## src/design/sli_pkg.sv

```systemverilog
// ----------------------------------------------------------------------------
// sli_pkg
// shared types and constants for the sorted list insert/delete block
// ----------------------------------------------------------------------------
`default_nettype none

package sli_pkg;

    localparam int CAPACITY = 16;
    localparam int CNT_W    = $clog2(CAPACITY + 1);
    localparam int VAL_W    = 8;
    localparam int STAT_W   = 3;
    localparam int OUTCNT_W = 5;

    typedef enum logic [0:0] {
        OP_INSERT = 1'b0,
        OP_DELETE = 1'b1
    } op_t;

    typedef enum logic [STAT_W-1:0] {
        ST_INSERTED  = 3'd0,
        ST_DELETED   = 3'd1,
        ST_NOT_FOUND = 3'd2,
        ST_EMPTY     = 3'd3,
        ST_FULL      = 3'd4
    } status_t;

    typedef struct packed {
        logic             valid;
        logic [VAL_W-1:0] data;
    } entry_t;

    typedef struct packed {
        logic             ins_en;
        logic             del_en;
        logic [VAL_W-1:0] key;
    } cmd_t;

endpackage

`default_nettype wire

```

## src/design/sli_cell.sv

```systemverilog
// ----------------------------------------------------------------------------
// sli_cell
// one slot of the sorted list, shifts toward its neighbors on insert/delete
// ----------------------------------------------------------------------------
`default_nettype none

module sli_cell (
    input  wire logic            clk,
    input  wire logic            rst_n,
    input  wire sli_pkg::cmd_t   cmd,
    input  wire sli_pkg::entry_t prev_entry,
    input  wire logic            prev_ge,
    input  wire sli_pkg::entry_t next_entry,
    output sli_pkg::entry_t      entry,
    output logic                 ge,
    output logic                 eq
);

    logic                         valid_reg;
    logic                         valid_next;
    logic [sli_pkg::VAL_W-1:0]    data_reg;
    logic [sli_pkg::VAL_W-1:0]    data_next;

    // slot is free or holds a value not smaller than the key
    assign ge = !valid_reg || (data_reg >= cmd.key);
    assign eq = valid_reg && (data_reg == cmd.key);

    assign entry.valid = valid_reg;
    assign entry.data  = data_reg;

    always_comb
    begin
        valid_next = valid_reg;
        data_next  = data_reg;
        if (cmd.ins_en)
        begin
            if (prev_ge)
            begin
                valid_next = prev_entry.valid;
                data_next  = prev_entry.data;
            end
            else if (ge)
            begin
                valid_next = 1'b1;
                data_next  = cmd.key;
            end
        end
        else if (cmd.del_en && ge)
        begin
            valid_next = next_entry.valid;
            data_next  = next_entry.data;
        end
    end

    always_ff @(posedge clk or negedge rst_n)
    begin
        if (!rst_n)
        begin
            valid_reg <= 1'b0;
        end
        else
        begin
            valid_reg <= valid_next;
        end
    end

    always_ff @(posedge clk)
    begin
        data_reg <= data_next;
    end

endmodule

`default_nettype wire

```

## src/design/sorted_list_insert_delete.sv

```systemverilog
// ----------------------------------------------------------------------------
// sorted_list_insert_delete
// ascending list of bytes kept in a row of shifting cells
// ----------------------------------------------------------------------------
// usage:
//   a transaction is taken on a clock edge with start high and busy low;
//   busy stays low, so a new transaction can be given every cycle.
//   operation selects insert (value placed ahead of the first entry not
//   smaller than it) or delete (first entry equal to value is removed).
//   every transaction gives one result: done is high for one cycle, the
//   cycle after the accepting edge, with status and entry_count (count of
//   entries after the transaction, low 5 bits).
//   throughput 1 transaction per cycle: all cells compare against the
//   value at once and shift one slot toward a neighbor in the same edge.
//   insert on a full list reports full, delete on an empty list reports
//   empty, delete with no equal entry reports not found; the list is left
//   unchanged in those cases.
//   reset empties the list at once; the receiver cannot stall results.
// ----------------------------------------------------------------------------
`default_nettype none

module sorted_list_insert_delete (
    input  wire logic                           clk,
    input  wire logic                           rst_n,
    input  wire logic                           start,
    output logic                                busy,
    input  wire logic                           operation,
    input  wire logic [sli_pkg::VAL_W-1:0]      value,
    output logic                                done,
    output logic [sli_pkg::STAT_W-1:0]          status,
    output logic [sli_pkg::OUTCNT_W-1:0]        entry_count
);

    localparam int N = sli_pkg::CAPACITY;

    sli_pkg::cmd_t                  cmd;
    sli_pkg::entry_t                entries [N];
    sli_pkg::entry_t                empty_entry;
    logic [N-1:0]                   ge_vec;
    logic [N-1:0]                   eq_vec;
    logic                           found;
    logic                           is_full;
    logic                           is_empty;

    logic [sli_pkg::CNT_W-1:0]      count_reg;
    logic [sli_pkg::CNT_W-1:0]      count_next;
    logic                           done_reg;
    logic                           done_next;
    sli_pkg::status_t               status_reg;
    sli_pkg::status_t               status_next;

    assign empty_entry.valid = 1'b0;
    assign empty_entry.data  = '0;

    assign found    = |eq_vec;
    assign is_full  = (count_reg == sli_pkg::CNT_W'(N));
    assign is_empty = (count_reg == '0);

    assign cmd.key    = value;
    assign cmd.ins_en = start && (sli_pkg::op_t'(operation) == sli_pkg::OP_INSERT) && !is_full;
    assign cmd.del_en = start && (sli_pkg::op_t'(operation) == sli_pkg::OP_DELETE) && found;

    genvar i;
    generate
        for (i = 0; i < N; i++)
        begin : g_cell
            sli_cell u_cell (
                .clk        (clk),
                .rst_n      (rst_n),
                .cmd        (cmd),
                .prev_entry ((i == 0) ? empty_entry : entries[(i == 0) ? 0 : i - 1]),
                .prev_ge    ((i == 0) ? 1'b0 : ge_vec[(i == 0) ? 0 : i - 1]),
                .next_entry ((i == N - 1) ? empty_entry : entries[(i == N - 1) ? i : i + 1]),
                .entry      (entries[i]),
                .ge         (ge_vec[i]),
                .eq         (eq_vec[i])
            );
        end
    endgenerate

    always_comb
    begin
        count_next  = count_reg;
        done_next   = start;
        status_next = status_reg;
        if (start)
        begin
            case (sli_pkg::op_t'(operation))
                sli_pkg::OP_INSERT:
                begin
                    if (is_full)
                    begin
                        status_next = sli_pkg::ST_FULL;
                    end
                    else
                    begin
                        status_next = sli_pkg::ST_INSERTED;
                        count_next  = count_reg + 1'b1;
                    end
                end
                sli_pkg::OP_DELETE:
                begin
                    if (is_empty)
                    begin
                        status_next = sli_pkg::ST_EMPTY;
                    end
                    else if (!found)
                    begin
                        status_next = sli_pkg::ST_NOT_FOUND;
                    end
                    else
                    begin
                        status_next = sli_pkg::ST_DELETED;
                        count_next  = count_reg - 1'b1;
                    end
                end
                default:
                begin
                    status_next = status_reg;
                end
            endcase
        end
    end

    always_ff @(posedge clk or negedge rst_n)
    begin
        if (!rst_n)
        begin
            count_reg <= '0;
            done_reg  <= 1'b0;
        end
        else
        begin
            count_reg <= count_next;
            done_reg  <= done_next;
        end
    end

    always_ff @(posedge clk)
    begin
        status_reg <= status_next;
    end

    assign busy        = 1'b0;
    assign done        = done_reg;
    assign status      = status_reg;
    assign entry_count = sli_pkg::OUTCNT_W'(count_reg);

endmodule

`default_nettype wire
```

## config.mk

```make
export PLATFORM = sky130hd
export DESIGN_NAME = sorted_list_insert_delete
export DESIGN_NICKNAME = d
export VERILOG_FILES = /design/src/design/sli_pkg.sv /design/src/design/sli_cell.sv /design/src/design/sorted_list_insert_delete.sv
export SDC_FILE = /design/constraint.sdc
export NUM_CORES = 1
export LEC_CHECK = 0
export BUFFER_PORTS_ARGS = -buffer_cell sky130_fd_sc_hd__buf_2
export CELL_PAD_IN_SITES_DETAIL_PLACEMENT = 2
export CELL_PAD_IN_SITES_GLOBAL_PLACEMENT = 2
export CORE_MARGIN = 2
export CORE_UTILIZATION = 30
export CTS_BUF_LIST = sky130_fd_sc_hd__clkbuf_16
export CTS_CLUSTER_SIZE = 8
export DETAILED_ROUTE_END_ITERATION = 7
export PLACE_DENSITY_LB_ADDON = 0.1
export SLEW_MARGIN = 10
export SYNTH_ARGS = -nofsm -noshare
export SYNTH_HDL_FRONTEND = slang
export SYNTH_SLANG_ARGS = --single-unit
```

## constraint.sdc

```tcl
create_clock -name clk -period 7.3 [get_ports clk]
set_input_delay 0.365 -clock clk [delete_from_list [all_inputs] [get_ports clk]]
set_output_delay 0.365 -clock clk [all_outputs]
set_load 0.02 [all_outputs]
```

# Word-level counts from Yosys, hierarchy flattened

Index checks and enable logic that the tools add are counted.

Bits of input ports: 12
Logic and storage cells: 328
Register bits after elaboration: 153
Output and inout bits: 10

Muxes and demuxes: 134
Add/subtract/negate cells: 2
Equality and inequality tests: 36
Order comparisons: 16
Reduce and logical (&&, ||, !) cells: 104
Bitwise gates (word level): 1

Operators by type and width:

| cell                                                                     | count |
|---|---|
| 8-bit two-way mux                                                        | 63 |
| 8-bit == test                                                            | 16 |
| 8-bit >= comparator                                                      | 16 |
| 1-bit two-way mux                                                        | 63 |
| 3-bit by 1-bit inequality test with 1-bit output (second input constant) | 15 |
| 1-bit logical AND                                                        | 36 |
| 2-bit AND reduction                                                      | 16 |
| 2-bit nonzero test                                                       | 16 |
| 1-bit zero test                                                          | 17 |
| 1-bit logical OR                                                         | 16 |
| 16-bit OR reduction                                                      | 1 |
| 5-bit two-way mux                                                        | 3 |
| 5-bit case mux with 2 select lines                                       | 1 |
| 3-bit case mux with 2 select lines                                       | 1 |
| 5-bit by 1-bit adder with 5-bit output (second input constant)           | 1 |
| 5-bit == test (second input constant)                                    | 1 |
| 5-bit zero test                                                          | 1 |
| 5-bit by 1-bit subtractor with 5-bit output (second input constant)      | 1 |
| 2-bit two-way mux                                                        | 2 |
| 2-bit by 1-bit inequality test with 1-bit output (second input constant) | 2 |
| 2-bit inequality test (second input constant)                            | 2 |
| 4-bit AND reduction                                                      | 1 |
| 3-bit two-way mux                                                        | 1 |
| 1-bit NOT                                                                | 1 |

# Longest topological paths before layout

Word-level depth: 7
Gate-level depth with buffers: 11

# Modules after synthesis

Synthesis repeated with hierarchy kept, for this count alone.

Cell total of the unflattened synthesis: 1272
Area, all modules: 11877.6 sq um

By module, submodules not included:

| module                           | area each (sq um) | seq. area each (sq um) | cells each | instances |
|---|---|---|---|---|
| sli_cell at g_cell[0].u_cell ... | 704.4             | 265.3                  | 76         | 14 |
| sli_cell at g_cell[8].u_cell ... | 711.9             | 265.3                  | 76         | 2 |
| sorted_list_insert_delete        | 591.8             | 240.2                  | 56         | 1 |

# Worst setup path before layout

OpenSTA, ideal clock, no wires.

Kind: input to register
Start point: input value[2] (netlist name)
End point: register g_cell[9].u_cell.valid_reg
Stages: 9
Arrival time: 3595 ps
Setup slack: 3581 ps
Buffers on the path: 1
Path through: clkbuf_1 -> clkinv_1 -> ha_1 -> and4_4 -> or3b_1 -> nand4_1 -> nor4_2 -> a221oi_1 -> mux2_2

Word-level cells in the longest chain between the ends: 7
Elaborated cells on any way between the ends: 44

RTL lines:

| item                          | line                            | source |
|---|---|---|
| start: declaration            | sorted_list_insert_delete.sv:28 | `input wire logic [sli_pkg::VAL_W-1:0] value,` |
| 8-bit == test                 | sli_cell.sv:26                  | `assign eq = valid_reg && (data_reg == cmd.key);` |
| 1-bit logical AND             | sli_cell.sv:26                  |  |
| 16-bit OR reduction           | sorted_list_insert_delete.sv:55 | `assign found = \|eq_vec;` |
| 1-bit logical AND             | sorted_list_insert_delete.sv:61 | `assign cmd.del_en = start && (sli_pkg::op_t'(operation) == sli_pkg::OP_DELETE) && found;` |
| 1-bit logical AND             | sli_cell.sv:48                  | `else if (cmd.del_en && ge)` |
| 2-bit nonzero test (no line)  | n/a                             |  |
| 2-bit AND reduction (no line) | n/a                             |  |
| end signal: assignment        | sli_cell.sv:63                  | `valid_reg <= valid_next;` |
| end: declaration              | sli_cell.sv:19                  | `logic valid_reg;` |

Several ways; a longest one is shown, not always the timed one.
A chain may end at the register's enable or synchronous reset.

# Worst setup path in the final report

Start point: input value[5] (netlist name)
End point: register g_cell[11].u_cell.data_reg[3] (netlist name), enable pin

Word-level cells in the longest chain between the ends: 7
Elaborated cells on any way between the ends: 42

RTL lines:

| item                              | line                            | source |
|---|---|---|
| 8-bit == test                     | sli_cell.sv:26                  |  |
| 1-bit logical AND                 | sli_cell.sv:26                  |  |
| 16-bit OR reduction               | sorted_list_insert_delete.sv:55 |  |
| 1-bit logical AND                 | sorted_list_insert_delete.sv:61 |  |
| 1-bit logical AND                 | sli_cell.sv:48                  |  |
| 2-bit nonzero test (no line)      | n/a                             |  |
| 2-bit AND reduction (no line) (*) | n/a                             |  |
| end signal: assignment            | sli_cell.sv:69                  | `data_reg <= data_next;` |
| end: declaration                  | sli_cell.sv:21                  | `logic [sli_pkg::VAL_W-1:0] data_reg;` |

Mark *: on every way between the ends. The rest lies on a longest branch, timed or not.

==> results.sh <==
export IMPL_nets=1296
export IMPL_setup_ws_ns=2.594
export IMPL_setup_tns_ns=0
export IMPL_overflow=0
export IMPL_reg2reg_from="g_cell[6].u_cell.data_reg[2]"
export IMPL_synth_cell_types=66
export IMPL_drc=0
export IMPL_r2r_setup_slack_ns=3.65
export IMPL_status="finished clean"
export IMPL_startpoint="value[5]"
export IMPL_grt_max_degree=100
export IMPL_antenna_cells=0
export IMPL_fin_area_sq_um=12220
export IMPL_num_rows=70
export IMPL_hold_slack_ns=0.2780
export IMPL_cts_sinks=153
export IMPL_clk_pin_slew_ns=0.07
export IMPL_netlist_area_leader_share_pct=35.82
export IMPL_cp_start_kind="primary input"
export IMPL_post_cts_setup_buffers=0
export IMPL_tightest_slew_ns=1.142
export IMPL_wirelength_mm=42.43
export IMPL_holdPathEnd="done"
export IMPL_rsz0062_at_grt="no"
export IMPL_coreArea_sq_um=36350
export IMPL_dieArea_sq_um=38150
export IMPL_hpwlAfterDp_mm=30.71
export IMPL_power_density_nw_per_um2=309.3
export IMPL_vias=9011
export IMPL_yosys_register_bits=153
export IMPL_hold_depth=1
export IMPL_drive_above_1_share_pct=8.584
export IMPL_slowest_stage="clkinv_1"
export IMPL_tritoncts="yes"
export IMPL_grt_pass1_vias=9624
export IMPL_grt_first_pass_wirelength_mm=63.84
export IMPL_ff2ff_path_depth=7
export IMPL_finalHoldViolations=0
export IMPL_worstSetupEndpointType="flip-flop"
export IMPL_min_period_ns=4.706
export IMPL_r2r_end="g_cell[11].u_cell.data_reg[3]"
export IMPL_cp_required_ns=7.43
export IMPL_min_period_over_period_pct=64.47
export IMPL_crit_fanout=24
export IMPL_syn_to_final_growth_pct=11.26
export IMPL_insertion_delay_ns=0.46
export IMPL_die_h_um=195.3
export IMPL_n_fill_cell=3974
export IMPL_synth_top_area_cell="edfxtp_1"
export IMPL_synth_cells=1147
export IMPL_drt_initial_drc_count=469
export IMPL_critPathBufInv=2
export IMPL_dr_pass1_iters=4
export IMPL_power_leakage_nw=4.965
export IMPL_fmax_mhz=212.5
export IMPL_cap_violations=0
export IMPL_cts_resized=0
export IMPL_worstHoldStart="start"
export IMPL_yosys_top_cells_count="o21ai_0 (167), nand2_1 (133), edfxtp_1 (131), ha_1 (131), nor2_1 (110)"
export IMPL_max_slew_margin_rel_pct=23.41
export IMPL_multi_input_area_sq_um=6090
export IMPL_port_buffer_count=20
export IMPL_largest_reg_flops=128
export IMPL_synth_flop_cell="edfxtp_1"
export IMPL_setup_viol=0
export IMPL_numCtsBuffers=17
export IMPL_register_area_sq_um=4484
export IMPL_post_synth_top_count_cell="o21ai_0"
export IMPL_postRouteAntennaNets=0
export IMPL_h_tree_depth=4
export IMPL_synth_area_leaders="edfxtp_1 (36%), ha_1 (15%), o21ai_0 (7.6%)"
export IMPL_yosysWarnings=0
export IMPL_irDropWorstVdd_v=0.0001715
export IMPL_place_area_sq_um=11620
export IMPL_syn_cell_area_sq_um=10980
export IMPL_fp_dieW_um=195.3
export IMPL_critPathKind="in2reg"
export IMPL_cp_arrival_ns=4.84
export IMPL_antenna_found_initial=2
export IMPL_root_buffer="clkbuf_16"
export IMPL_gp_congestion=0.8190
export IMPL_avgSynthCellArea_sq_um=9.574
export IMPL_grtUsageTotal_pct=22.90
export IMPL_skew_ns=0.01625
export IMPL_max_stage_delay_ns=0.99
export IMPL_hold_path_class="in2reg"
export IMPL_synth_edf_count=131
export IMPL_cts_buffer_depth=2
export IMPL_ys_seq_area_share_pct=40.83
export IMPL_cp_cell_sequence="buf_2 > clkinv_1 > ha_1 > and4_1 > nand3_1 > nand4_1 > or4_1 > o21ai_4 > nor2_1"
export IMPL_synth_fp_nets=1291
export IMPL_avgRoutedWirePerCell_um=25.98
export IMPL_worst_path_dominant_cell_family="simple AND/OR/NAND/NOR gates"
export IMPL_dp_slack_ns=2.125
export IMPL_num_io_pins=22
export IMPL_drv_slew=0
export IMPL_async_flop_share_pct=14.38
export IMPL_initial_core_util_pct=30.21
export IMPL_holdBufCountCts=1
export IMPL_via_per_inst=5.518
power by group:
part	total (mW)	internal [mW]	switching, mW	leakage (nW)
registers	1.40	1.19	0.211	1.45
logic	1.44	0.548	0.893	3.24
clock network	0.942	0.511	0.431	0.282
metal layers:
layer / global-route usage, % / vias to the layer above / part of all wire [%]
met3: 3.092 / 18 / 2.1
met2: 37.13 / 86 / 47
li1: - / 4249 / -
met5: 0 / - / 0
met1: 32.51 / 4658 / 50
met4: 4.919 / 0 / 0.99
worst register-to-register path: cells and delay by family (launching register included):
| kind | cells | cell delay [ns] |
|---|---|---|
| AOI/OAI and AO/OA | 1 | 0.65 |
| adders and majority gates | 1 | 0.34 |
| DFF | 1 | 0.47 |
| and+or+nand+nor | 5 | 1.88 |
cells in the final DEF (no fill, tap or decap), types with 14 or more instances in the layout:
cell	n
a211oi_1	16
a21oi_1	70
and4_1	17
buf_2	20
buf_4	27
clkbuf_16	17
dfrtp_1	22
edfxtp_1	131
ha_1	131
inv_1	33
mux2i_1	71
nand2_1	132
nand2b_1	18
nand4_1	17
nor2_1	110
nor2b_1	15
nor3_1	14
o21ai_0	165
cells by family after synthesis:
logic type	share of synthesized area, %
XOR/XNOR	0.2393
other	0.03415
buffers and inverters	3.988
flip-flops	40.83
adder cells (fa/ha/maj)	15.11
AO/OA/AOI/OAI	17.39
AND/OR/NAND/NOR	14.98
multiplexers	7.428
worst max path at each step:
stage | slack [ns] | cells past startpoint | endpoint
5_1_grt | 2.45 | 9 | g_cell[11].u_cell.data_reg[1]
6_report | 2.59 | 9 | g_cell[11].u_cell.data_reg[3]
4_1_cts | 2.61 | 9 | g_cell[11].u_cell.data_reg[1]
3_5_place_dp | 2.12 | 9 | g_cell[7].u_cell.data_reg[7]
2_1_floorplan | 3.58 | 9 | g_cell[9].u_cell.valid_reg
3_3_place_gp | 2.22 | 9 | g_cell[11].u_cell.data_reg[0]
metrics by stage:
| stage | instances | utilization (%) | total power, mW |
|---|---|---|---|
| floorplan | 1147 | - | 2.303 |
| global placement | 1600 | 31.96 | 2.831 |
| detailed placement | 1600 | 31.96 | 2.863 |
| CTS | 1633 | 33.61 | 3.825 |
| global route | 1633 | 33.61 | 4.028 |
| finish | 1633 | 33.61 | 3.779 |
area by class of cell:
| type | instances | share of cell area [%] |
|---|---|---|
| tap | 468 | 4.793 |
| inverter | 41 | 1.260 |
| timing repair buffer | 48 | 2.560 |
| multi-input combinational | 891 | 49.84 |
| clock inverter | 15 | 1.362 |
| sequential | 153 | 36.70 |
| clock buffer | 17 | 3.482 |
Note: power is estimated with default switching activity, not from simulation.
